**config.mk**
```make
export PLATFORM = sky130hd
export DESIGN_NAME = servo_enable_and_position_setpoint
export DESIGN_NICKNAME = d
export VERILOG_FILES = /design/src/sv/sesp_pkg.sv /design/src/sv/servo_enable_and_position_setpoint.sv /design/src/sv/sesp_front.sv /design/src/sv/sesp_queue.sv /design/src/sv/sesp_back.sv
export SDC_FILE = /design/constraint.sdc
export NUM_CORES = 1
export LEC_CHECK = 0
export BUFFER_PORTS_ARGS = -buffer_cell sky130_fd_sc_hd__clkbuf_2
export CAP_MARGIN = 5
export CORE_UTILIZATION = 50
export CTS_CLUSTER_DIAMETER = 60
export CTS_CLUSTER_SIZE = 20
export DETAILED_ROUTE_END_ITERATION = 10
export PLACE_DENSITY = 0.68
export REMOVE_ABC_BUFFERS = 1
export SYNTH_ARGS = -nofsm -noshare
export SYNTH_HDL_FRONTEND = slang
export SYNTH_SLANG_ARGS = --single-unit
```
**constraint.sdc**
```tcl
create_clock -name aclk -period 8.32 [get_ports aclk]
set_input_delay 1.248 -clock aclk [delete_from_list [all_inputs] [get_ports aclk]]
set_output_delay 1.248 -clock aclk [all_outputs]
set_load 0.01 [all_outputs]
```
**src/sv/sesp_pkg.sv**
```systemverilog
package sesp_pkg;

    // Number of axes that keep their own enable sequence and setpoint.
    localparam int AXES = 3;
    localparam int AXIS_IDX_W = (AXES > 1) ? $clog2(AXES) : 1;

    // Fixed field widths.
    localparam int AXIS_W     = 2;
    localparam int STATUS_W   = 16;
    localparam int POS_W      = 32;
    localparam int DIR_W      = 2;
    localparam int STEP_W     = 17;
    localparam int CTRL_W     = 16;
    localparam int MODE_W     = 8;
    localparam int MAXD_W     = 31;
    localparam int WARM_W     = 8;
    localparam int CFG_IDX_W  = 2;
    localparam int CFG_DATA_W = 32;

    // Packed stream word widths, rounded up to whole bytes.
    localparam int S_FIELDS_W = AXIS_W + STATUS_W + POS_W + 1 + DIR_W + STEP_W;
    localparam int S_TDATA_W  = ((S_FIELDS_W + 7) / 8) * 8;
    localparam int M_FIELDS_W = AXIS_W + CTRL_W + POS_W + MODE_W + 1;
    localparam int M_TDATA_W  = ((M_FIELDS_W + 7) / 8) * 8;

    // Configuration register indexes.
    localparam logic [CFG_IDX_W-1:0] REG_MAX_DELTA      = 2'd0;
    localparam logic [CFG_IDX_W-1:0] REG_WARMUP_CYCLES  = 2'd1;
    localparam logic [CFG_IDX_W-1:0] REG_OPERATION_MODE = 2'd2;

    // Configuration reset values.
    localparam logic [MAXD_W-1:0] MAX_DELTA_RST = 31'd400000;
    localparam logic [WARM_W-1:0] WARMUP_RST    = 8'd10;
    localparam logic [MODE_W-1:0] MODE_RST      = 8'd8;

    // Status word decoding.
    localparam logic [STATUS_W-1:0] STATE_MASK           = 16'h006F;
    localparam logic [STATUS_W-1:0] ST_SWITCHED_ON_READY = 16'h0021;
    localparam logic [STATUS_W-1:0] ST_SWITCHED_ON       = 16'h0023;
    localparam logic [STATUS_W-1:0] ST_OP_ENABLED        = 16'h0027;

    // Control words.
    localparam logic [CTRL_W-1:0] CW_NONE      = 16'h0000;
    localparam logic [CTRL_W-1:0] CW_SHUTDOWN  = 16'h0006;
    localparam logic [CTRL_W-1:0] CW_SWITCH_ON = 16'h0007;
    localparam logic [CTRL_W-1:0] CW_ENABLE_OP = 16'h000F;

    // Step limits.
    localparam logic [STEP_W-1:0] STEP_MIN = 17'd1;
    localparam logic [STEP_W-1:0] STEP_MAX = 17'd100000;

    // Direction codes.
    localparam logic [DIR_W-1:0] DIR_FWD = 2'b01;
    localparam logic [DIR_W-1:0] DIR_REV = 2'b11;

    typedef enum logic [1:0] {
        SC_OTHER,
        SC_READY,
        SC_SWITCHED_ON,
        SC_OP_ENABLED
    } status_class_t;

    // Classified item, as it travels from the front end to the back end.
    typedef struct packed {
        logic [AXIS_W-1:0]     axis;
        logic                  axis_ok;
        logic [AXIS_IDX_W-1:0] idx;
        status_class_t         sclass;
        logic [POS_W-1:0]      actual;
        logic [POS_W-1:0]      delta;
    } item_t;

    // One finished result.
    typedef struct packed {
        logic                     enabled;
        logic signed [MODE_W-1:0] mode_out;
        logic signed [POS_W-1:0]  target_position;
        logic [CTRL_W-1:0]        control_word;
        logic [AXIS_W-1:0]        axis_out;
    } result_t;

endpackage

```
**src/sv/servo_enable_and_position_setpoint.sv**
```systemverilog
// Drive enable sequencer and position setpoint generator for up to three
// servo axes. Each input word carries one axis' status word, actual position
// and motion command; each input word yields exactly one output word with the
// control word, target position, mode of operation and the axis' enabled
// flag. The block sustains one word per clock while the master side takes
// each result. A word is written into a two-entry queue at the edge that
// accepts it. The per-axis state unit takes the queue head, does the
// read-modify-write of that axis' registers and loads the result into the
// output register once that register is empty or its result is taken.
// While a result waits on the master side, the queue still takes two more
// words, and then s_tready drops. s_tready rises again right after the edge at
// which the waiting result is taken. Configuration writes are always accepted
// and must only be issued while no word is in flight.
module servo_enable_and_position_setpoint (
    input  logic                               aclk,
    input  logic                               aresetn,

    // Input words.
    input  logic                               s_tvalid,
    output logic                               s_tready,
    // tdata, lowest bit first: axis[1:0], status_word[17:2],
    // actual_position[49:18], run[50], direction[52:51], step[69:53],
    // zero fill[71:70].
    input  logic [sesp_pkg::S_TDATA_W-1:0]     s_tdata,

    // Result words.
    output logic                               m_tvalid,
    input  logic                               m_tready,
    // tdata, lowest bit first: axis_out[1:0], control_word[17:2],
    // target_position[49:18], mode_out[57:50], enabled[58], zero fill[63:59].
    output logic [sesp_pkg::M_TDATA_W-1:0]     m_tdata,

    // Configuration writes.
    input  logic                               cfg_valid,
    output logic                               cfg_ready,
    input  logic [sesp_pkg::CFG_IDX_W-1:0]     cfg_index,
    input  logic [sesp_pkg::CFG_DATA_W-1:0]    cfg_data
);
    import sesp_pkg::*;

    // Configuration registers.
    logic [MAXD_W-1:0] max_delta_reg;
    logic [WARM_W-1:0] warmup_reg;
    logic [MODE_W-1:0] mode_reg;

    // Unpacked input fields.
    logic [AXIS_W-1:0]   in_axis;
    logic [STATUS_W-1:0] in_status;
    logic [POS_W-1:0]    in_actual;
    logic                in_run;
    logic [DIR_W-1:0]    in_dir;
    logic [STEP_W-1:0]   in_step;

    item_t   front_item;
    item_t   head_item;
    result_t res;
    logic    queue_full;
    logic    head_valid;
    logic    pop;
    logic    push;

    assign in_axis   = s_tdata[1:0];
    assign in_status = s_tdata[17:2];
    assign in_actual = s_tdata[49:18];
    assign in_run    = s_tdata[50];
    assign in_dir    = s_tdata[52:51];
    assign in_step   = s_tdata[69:53];

    assign s_tready  = !queue_full;
    assign push      = s_tvalid && s_tready;
    assign cfg_ready = 1'b1;

    always_ff @(posedge aclk) begin
        if (!aresetn) begin
            max_delta_reg <= MAX_DELTA_RST;
            warmup_reg    <= WARMUP_RST;
            mode_reg      <= MODE_RST;
        end else if (cfg_valid) begin
            unique case (cfg_index)
                REG_MAX_DELTA:      max_delta_reg <= cfg_data[MAXD_W-1:0];
                REG_WARMUP_CYCLES:  warmup_reg    <= cfg_data[WARM_W-1:0];
                REG_OPERATION_MODE: mode_reg      <= cfg_data[MODE_W-1:0];
                default: begin
                    // Writes to unknown indexes are dropped.
                end
            endcase
        end
    end

    // The front end decodes the status word and folds run, direction, step
    // and the per-cycle limit into one signed increment.
    sesp_front u_front (
        .axis            (in_axis),
        .status_word     (in_status),
        .actual_position (in_actual),
        .run             (in_run),
        .direction       (in_dir),
        .step            (in_step),
        .max_delta       (max_delta_reg),
        .item            (front_item)
    );

    sesp_queue u_queue (
        .aclk       (aclk),
        .aresetn    (aresetn),
        .push       (push),
        .push_item  (front_item),
        .full       (queue_full),
        .pop        (pop),
        .head_valid (head_valid),
        .head_item  (head_item)
    );

    // The back end owns the per-axis state and the output register.
    sesp_back u_back (
        .aclk           (aclk),
        .aresetn        (aresetn),
        .head_valid     (head_valid),
        .head_item      (head_item),
        .pop            (pop),
        .warmup_cycles  (warmup_reg),
        .operation_mode (mode_reg),
        .res_valid      (m_tvalid),
        .res_ready      (m_tready),
        .res            (res)
    );

    assign m_tdata = {{(M_TDATA_W-M_FIELDS_W){1'b0}}, res};

endmodule

```
**src/sv/sesp_front.sv**
```systemverilog
module sesp_front (
    input  logic [sesp_pkg::AXIS_W-1:0]   axis,
    input  logic [sesp_pkg::STATUS_W-1:0] status_word,
    input  logic [sesp_pkg::POS_W-1:0]    actual_position,
    input  logic                          run,
    input  logic [sesp_pkg::DIR_W-1:0]    direction,
    input  logic [sesp_pkg::STEP_W-1:0]   step,
    input  logic [sesp_pkg::MAXD_W-1:0]   max_delta,
    output sesp_pkg::item_t               item
);
    import sesp_pkg::*;

    logic [STATUS_W-1:0] masked;
    logic [STEP_W-1:0]   mag_sat;
    logic [STEP_W-1:0]   mag;
    logic                moving;

    always_comb begin
        masked = status_word & STATE_MASK;

        // Saturate the step to its legal range, then to the per-cycle limit.
        if (step < STEP_MIN) begin
            mag_sat = STEP_MIN;
        end else if (step > STEP_MAX) begin
            mag_sat = STEP_MAX;
        end else begin
            mag_sat = step;
        end
        if ({{(MAXD_W-STEP_W){1'b0}}, mag_sat} > max_delta) begin
            mag = max_delta[STEP_W-1:0];
        end else begin
            mag = mag_sat;
        end

        moving = run && (direction == DIR_FWD || direction == DIR_REV);

        item.axis    = axis;
        item.axis_ok = (32'(axis) < AXES);
        item.idx     = AXIS_IDX_W'(axis);
        item.actual  = actual_position;

        if (!moving) begin
            item.delta = '0;
        end else if (direction == DIR_REV) begin
            item.delta = POS_W'(0) - {{(POS_W-STEP_W){1'b0}}, mag};
        end else begin
            item.delta = {{(POS_W-STEP_W){1'b0}}, mag};
        end

        unique case (masked)
            ST_SWITCHED_ON_READY: item.sclass = SC_READY;
            ST_SWITCHED_ON:       item.sclass = SC_SWITCHED_ON;
            ST_OP_ENABLED:        item.sclass = SC_OP_ENABLED;
            default:              item.sclass = SC_OTHER;
        endcase
    end

endmodule

```
**src/sv/sesp_queue.sv**
```systemverilog
module sesp_queue (
    input  logic            aclk,
    input  logic            aresetn,
    input  logic            push,
    input  sesp_pkg::item_t push_item,
    output logic            full,
    input  logic            pop,
    output logic            head_valid,
    output sesp_pkg::item_t head_item
);
    import sesp_pkg::*;

    item_t      slot_reg [2];
    logic       wr_ptr_reg;
    logic       rd_ptr_reg;
    logic [1:0] count_reg;
    logic [1:0] count_next;

    assign full       = (count_reg == 2'd2);
    assign head_valid = (count_reg != 2'd0);
    assign head_item  = slot_reg[rd_ptr_reg];

    always_comb begin
        count_next = count_reg;
        if (push && !pop) begin
            count_next = count_reg + 2'd1;
        end else if (pop && !push) begin
            count_next = count_reg - 2'd1;
        end
    end

    always_ff @(posedge aclk) begin
        if (push) begin
            slot_reg[wr_ptr_reg] <= push_item;
        end
        if (!aresetn) begin
            wr_ptr_reg <= 1'b0;
            rd_ptr_reg <= 1'b0;
            count_reg  <= 2'd0;
        end else begin
            if (push) begin
                wr_ptr_reg <= !wr_ptr_reg;
            end
            if (pop) begin
                rd_ptr_reg <= !rd_ptr_reg;
            end
            count_reg <= count_next;
        end
    end

endmodule

```
**src/sv/sesp_back.sv**
```systemverilog
module sesp_back (
    input  logic                          aclk,
    input  logic                          aresetn,
    input  logic                          head_valid,
    input  sesp_pkg::item_t               head_item,
    output logic                          pop,
    input  logic [sesp_pkg::WARM_W-1:0]   warmup_cycles,
    input  logic [sesp_pkg::MODE_W-1:0]   operation_mode,
    output logic                          res_valid,
    input  logic                          res_ready,
    output sesp_pkg::result_t             res
);
    import sesp_pkg::*;

    // Per-axis state, one entry per axis.
    logic              en_reg    [AXES];
    logic              first_reg [AXES];
    logic [WARM_W-1:0] warm_reg  [AXES];
    logic [POS_W-1:0]  sp_reg    [AXES];
    logic [POS_W-1:0]  sent_reg  [AXES];

    logic              out_valid_reg;
    result_t           out_reg;

    logic              en_next;
    logic              first_next;
    logic [WARM_W-1:0] warm_next;
    logic [POS_W-1:0]  sp_next;
    logic [POS_W-1:0]  sent_next;
    logic [CTRL_W-1:0] cw;
    result_t           out_next;

    assign pop       = head_valid && (!out_valid_reg || res_ready);
    assign res_valid = out_valid_reg;
    assign res       = out_reg;

    always_comb begin
        en_next    = en_reg[head_item.idx];
        first_next = first_reg[head_item.idx];
        warm_next  = warm_reg[head_item.idx];
        sp_next    = sp_reg[head_item.idx];
        sent_next  = sent_reg[head_item.idx];
        cw         = CW_ENABLE_OP;

        if (!en_next) begin
            unique case (head_item.sclass)
                SC_READY: begin
                    cw        = CW_SWITCH_ON;
                    sent_next = head_item.actual;
                end
                SC_SWITCHED_ON: begin
                    cw = CW_ENABLE_OP;
                end
                SC_OP_ENABLED: begin
                    cw        = CW_ENABLE_OP;
                    en_next   = 1'b1;
                    warm_next = warmup_cycles;
                    sp_next   = head_item.actual;
                end
                default: begin
                    cw = CW_SHUTDOWN;
                end
            endcase
        end else begin
            priority if (!first_next) begin
                first_next = 1'b1;
                sp_next    = head_item.actual;
            end else if (warm_next != '0) begin
                sp_next   = head_item.actual;
                warm_next = warm_next - WARM_W'(1);
            end else begin
                sp_next = sp_next + head_item.delta;
            end
            sent_next = sp_next;
        end

        out_next.axis_out = head_item.axis;
        out_next.mode_out = operation_mode;
        if (head_item.axis_ok) begin
            out_next.control_word    = cw;
            out_next.target_position = sent_next;
            out_next.enabled         = en_next;
        end else begin
            out_next.control_word    = CW_NONE;
            out_next.target_position = '0;
            out_next.enabled         = 1'b0;
        end
    end

    always_ff @(posedge aclk) begin
        if (pop) begin
            out_reg <= out_next;
        end
        if (!aresetn) begin
            out_valid_reg <= 1'b0;
            for (int i = 0; i < AXES; i++) begin
                en_reg[i]    <= 1'b0;
                first_reg[i] <= 1'b0;
                warm_reg[i]  <= '0;
                sp_reg[i]    <= '0;
                sent_reg[i]  <= '0;
            end
        end else begin
            if (pop) begin
                out_valid_reg <= 1'b1;
            end else if (res_ready) begin
                out_valid_reg <= 1'b0;
            end
            if (pop && head_item.axis_ok) begin
                en_reg[head_item.idx]    <= en_next;
                first_reg[head_item.idx] <= first_next;
                warm_reg[head_item.idx]  <= warm_next;
                sp_reg[head_item.idx]    <= sp_next;
                sent_reg[head_item.idx]  <= sent_next;
            end
        end
    end

endmodule
```
# ---- Word level (Yosys, flattened, before mapping)
# Memories as Yosys holds them, arrays and structs flattened. A register that Yosys moved wholly into a read port is not among the register bits.
# Index checks and enable logic that the tools add are counted.
dict set report classes {
  addsub 5
  order_cmp 4
  n_eq_ne 11
  muxes 48
  n_bitwise 1
  n_reduce_logical 29
}
# cell n
set op_table {}
lappend op_table {{2-to-1 mux 32 bit} 10}
lappend op_table {{OR reduction 32 bit} 2}
lappend op_table {{2-to-1 mux 17 bit} 3}
lappend op_table {{2-to-1 mux 8 bit} 5}
lappend op_table {{adder 32 bit} 1}
lappend op_table {{> comparator 17 x 31 -> 1 bit} 1}
lappend op_table {{2-to-1 mux 1 bit} 20}
lappend op_table {{== test 6 x 5 -> 1 bit (second input constant)} 3}
lappend op_table {{subtractor 1 x 17 -> 18 bit (first input constant)} 1}
lappend op_table {{> comparator 17 bit (second input constant)} 1}
lappend op_table {{< comparator 17 x 1 -> 1 bit (second input constant)} 1}
lappend op_table {{2-to-1 mux 2 bit} 7}
lappend op_table {{== test 2 bit (second input constant)} 5}
lappend op_table {{case mux 4 bit (2 select lines)} 1}
lappend op_table {{nonzero test 8 bit} 1}
lappend op_table {{OR reduction 8 bit} 1}
lappend op_table {{subtractor 8 x 1 -> 8 bit (second input constant)} 1}
lappend op_table {{== test 2 x 1 -> 1 bit (second input constant)} 3}
lappend op_table {{logical AND 1 bit} 6}
lappend op_table {{zero test 1 bit} 6}
lappend op_table {{case mux 2 bit (3 select lines)} 1}
lappend op_table {{AND reduction 2 bit} 3}
lappend op_table {{nonzero test 2 bit} 3}
lappend op_table {{2-to-1 mux 4 bit} 1}
lappend op_table {{8 further kinds} 11}
dict set report word_totals {
  register_bits 111
  mem_bits_rw 364
  inputBits 111
  memories 6
}
# memory depth word_bits read_ports rd_ports_with_merged_regs wr line_no
set memory_table {}
lappend memory_table {u_queue.slot_reg 2 71 1 1 1 sesp_queue.sv:13} ;# item_t slot_reg [2];
lappend memory_table {u_back.sent_reg 3 32 1 0 3 sesp_back.sv:20} ;# logic [POS_W-1:0] sent_reg [AXES];
lappend memory_table {u_back.sp_reg 3 32 1 0 3 sesp_back.sv:19} ;# logic [POS_W-1:0] sp_reg [AXES];
lappend memory_table {u_back.warm_reg 3 8 1 0 3 sesp_back.sv:18} ;# logic [WARM_W-1:0] warm_reg [AXES];
lappend memory_table {u_back.en_reg 3 1 1 0 3 sesp_back.sv:16} ;# logic en_reg [AXES];
lappend memory_table {u_back.first_reg 3 1 1 0 3 sesp_back.sv:17} ;# logic first_reg [AXES];

# ---- Depth between registers and ports, before layout
dict set report depth {
  depth_word 9
  depth_mapped 21
  ltp_nobuf 21
}

# ---- Hierarchy
# From an unflattened synthesis, not the netlist that was laid out.
dict set report unflattened {
  hier_cells 2189
  area_unflattened_um2 27087.2
}
# module n_inst cells_each area_each_um2 seq_area_each_um2
set modules_own_cells {}
lappend modules_own_cells {sesp_back 1 1434 17601.9 10229.8}
lappend modules_own_cells {sesp_queue 1 243 5368.9 4364.2}
lappend modules_own_cells {sesp_front 1 308 2115.8 0.0}
lappend modules_own_cells {servo_enable_and_position_setpoint 1 204 2000.7 940.9}

# ---- Worst setup path before layout
# Ideal clock, no wire load.
dict set report synth_timing {
  path_type {input to register}
  start {input port m_tready}
  end {memory u_back.en_reg[3], enable pin}
  t_arrival_ns 6.996
  required_ns 7.814
  path_slack_ns 0.818
  path_stages 4
  path_buffers 0
  cell_sequence {nor2b_1 > nor2_1 > nand4_1 > nor2_1}
}
# item line_no
set synth_rtl {}
lappend synth_rtl {{start: declaration} servo_enable_and_position_setpoint.sv:28} ;# input logic m_tready,
lappend synth_rtl {{end: declaration} sesp_back.sv:16}

==> run metrics <==
cell total after placement 2812; max-slew violations 0; clk slew on worst S/H paths 0.08 ns; RSZ-0062 raised after global routing no; Tcrit/Tclk final around three quarters; maximum vdd drop 171.7 uV; final setup fails 0; final setup TNS 0 ns; Layout fillers 4150; via count 16740; r2r endpoint u_back.sp_reg[0][22]$_SDFFCE_PN0P_; Post-Route WL 61060 um; Routability Congestion 0.8459; Cell Chain, Critical Path mux2i_1 -> clkinv_2 -> buf_12 -> mux4_2 -> ha_1 -> inv_1 -> fa_1 -> nor2b_1 -> o31a_1 -> o32ai_1 -> o31ai_1 -> buf_4 -> a21boi_1 -> o21ai_0 -> xor2_1 -> a221oi_1 -> nor2_1; worst hold slack 0.4334 ns; Mapped Cells 2088; hold_sp mode_reg[4]$_SDFFE_PN0P_; std cell rows 81; vias in the first global route 16610; Syn. warnings 0; DRC Markers 0; Nets 2351; vias per cell 5.813; remaining antenna violation count after routing 0; R2R depth 17; largest net degree at the start of global routing between 70 and 80; CP Max Fanout 71; GR Overflow Total 0; multi-input logic area 0.009548 mm2; Synth Register Bits 505; Lkg Pwr around 10 nW; total count of hold-check failures in the final report 0; DPL Wire Length 37710 um; post-place setup slack 1.753 ns; GRT Overall Usage 24.25%; CTS max path bufs 3; Skew-Pair Late Insertion Delay approximately 0.58 ns; clock skew 0.01950 ns; PwrDens 308.8 mW/mm2; Pre-antenna DRT Iters 8; antenna violations before repair 1; Max Clock Freq between 150 and 200 MHz; WP buf/inv 4; CP Capture Type register; Initial DRC Count about 1300; Synth Area per Inst 11.94 um2; setup ws final 2.203 ns; Final Non-Filler Cells between 2000 and 3000; register area 0.01458 mm2; reg2reg setup slack 2.20 ns; P&R area growth vs syn 10.61%; Slew @ Worst Pin around 1.1 ns; cts hold-fix bufs 0; crit path time final approximately 6.1 ns; CTS tree built; synthesized area 0.02493 mm2; share of layout cells above drive strength 1 17.64%; Pwr Total 0.008517 W; worst setup path class reg -> reg; Worst EP required 8.60 ns; Synth async-reset ratio 0%; status finished clean; first-pass GRT wire length around 94000 um; Post-CTS Repair Setup Buffers 0; CP max stage cell mux2i_1; max cap viols 0; relative slew slack 27.01%; core area slightly below 0.05 mm2; critical path launch point type register; die area 0.05076 mm2; Routed WL per cell approximately 21 um; Sink Count 505; Post-synth EDFFs approximately 450; Resized cells post-CTS 0; TritonCTS buffer count 38; die height approximately 230 um; HP Class reg -> reg; register area share after synthesis 58.46%; Starting Density 50.83%; root buffer cell clkbuf_16; Hold EP u_back.res[54]$_DFFE_PP_; Arrival @ worst endpoint around 6.4 ns; Top delay family on crit path compound AO/OA/AOI/OAI gates; Antenna Cells 0; Distinct cells, synth 81; H-tree levels 2; predominant post-synthesis flop cell edfxtp_1; max incr delay on CP 0.77 ns; CP Depth 17; IO Count between 150 and 200; Worst Hold Depth 0; die width 225.3 um; # port buffers 146
## cell usage in the layout, fill, tap and decap left out, drive strengths merged, types with 41 or more instances in the layout
master / n
nand2: 160
ha: 51
a21boi: 41
dfxtp: 59
a21oi: 93
nor2: 337
nor3: 42
mux2i: 67
o21ai: 86
mux4: 73
clkbuf: 192
inv: 112
edfxtp: 446
## how the worst max path moves through the flow
stage,start,endpoint,slack [ns]
after global routing,s_tdata[61],u_queue.slot_reg[1][16]$_DFFE_PP_,1.82
final,register,u_back.sp_reg[0][22]$_SDFFCE_PN0P_,2.20
after floorplan,register,u_back.sp_reg[0][22]$_SDFFCE_PN0P_,-0.91
after CTS,register,u_back.sent_reg[2][31]$_SDFFCE_PN0P_,2.20
after global placement,s_tdata[61],u_queue.slot_reg[0][16]$_DFFE_PP_,1.80
after detailed placement,s_tdata[61],u_queue.slot_reg[0][16]$_DFFE_PP_,1.75
## where the power goes
part	internal, W	switching [W]	total (W)	leakage, nW
registers	0.00327	0.000121	0.00339	4.87
logic	0.00116	0.00205	0.00322	4.89
clock network	0.000965	0.000943	0.00191	0.610
## final cells by class
class	instances	share of cell area [%]
Clock inverter	22	0.8121
Clock buffer	46	3.788
Timing Repair Buffer	174	3.503
Sequential cell	505	52.86
Tap cell	664	3.013
Inverter	102	1.402
Multi-Input combinational cell	1367	34.62
## metrics by stage
stage               area [um2]  util (%)
detailed placement       26310     53.63
finish                   27580     56.22
global placement         26310     53.63
floorplan                24400         -
global route             27580     56.22
CTS                      27580     56.22
## kinds of logic after synthesis
kind of cell	share of synthesized area, %
AOI/OAI and AO/OA	10.37
buffers and inverters	3.919
DFF	58.46
other	0.03012
adders and majority gates	2.640
muxes	10.15
and+or+nand+nor	12.65
xor gates and xnor gates	1.792
## cells in the mapped netlist (6+ instances only)
library cell,n,share of area (%)
edfxtp_1,446,54
nor2_1,336,5.1
nand2_1,160,2.4
inv_1,99,1.5
clkbuf_1,81,1.2
a21oi_1,80,1.6
o21ai_0,80,1.6
mux4_2,73,6.6
mux2i_1,66,2.6
dfxtp_1,59,4.7
ha_1,51,2.6
nor3_1,42,0.84
and2_1,38,0.95
xnor2_1,33,1.2
a21o_1,31,0.93
a211oi_1,28,0.84
a21boi_0,27,0.81
nand3_1,21,0.42
buf_4,20,0.60
nor2b_1,19,0.48
o211ai_1,19,0.57
mux2_2,18,0.81
xor2_1,18,0.63
a31oi_1,14,0.35
buf_1,14,0.21
nand4_1,14,0.35
o21a_1,14,0.42
a21oi_2,13,0.46
buf_2,13,0.26
nor4_1,11,0.28
nand2b_1,10,0.25
or3_1,9,0.23
a21boi_1,7,0.21
a21boi_2,7,0.32
and3_1,7,0.18
o21bai_1,7,0.21
or2_2,7,0.18
or4_1,7,0.21
a221oi_1,6,0.21
o21ai_1,6,0.12
## metal layers
metal / share of wire (%) / GRT usage [%] / wire length [um] / vias up
met4: 2.1 / 6.254 / 1268 / 2
met3: 6.1 / 3.755 / 3730 / 87
met2: 49 / 41.37 / 29910 / 561
met1: 43 / 32.36 / 26140 / 8274
met5: 0.023 / 0 / 14 / -
li1: - / - / - / 7817
Power figures use the tool's default switching activity.
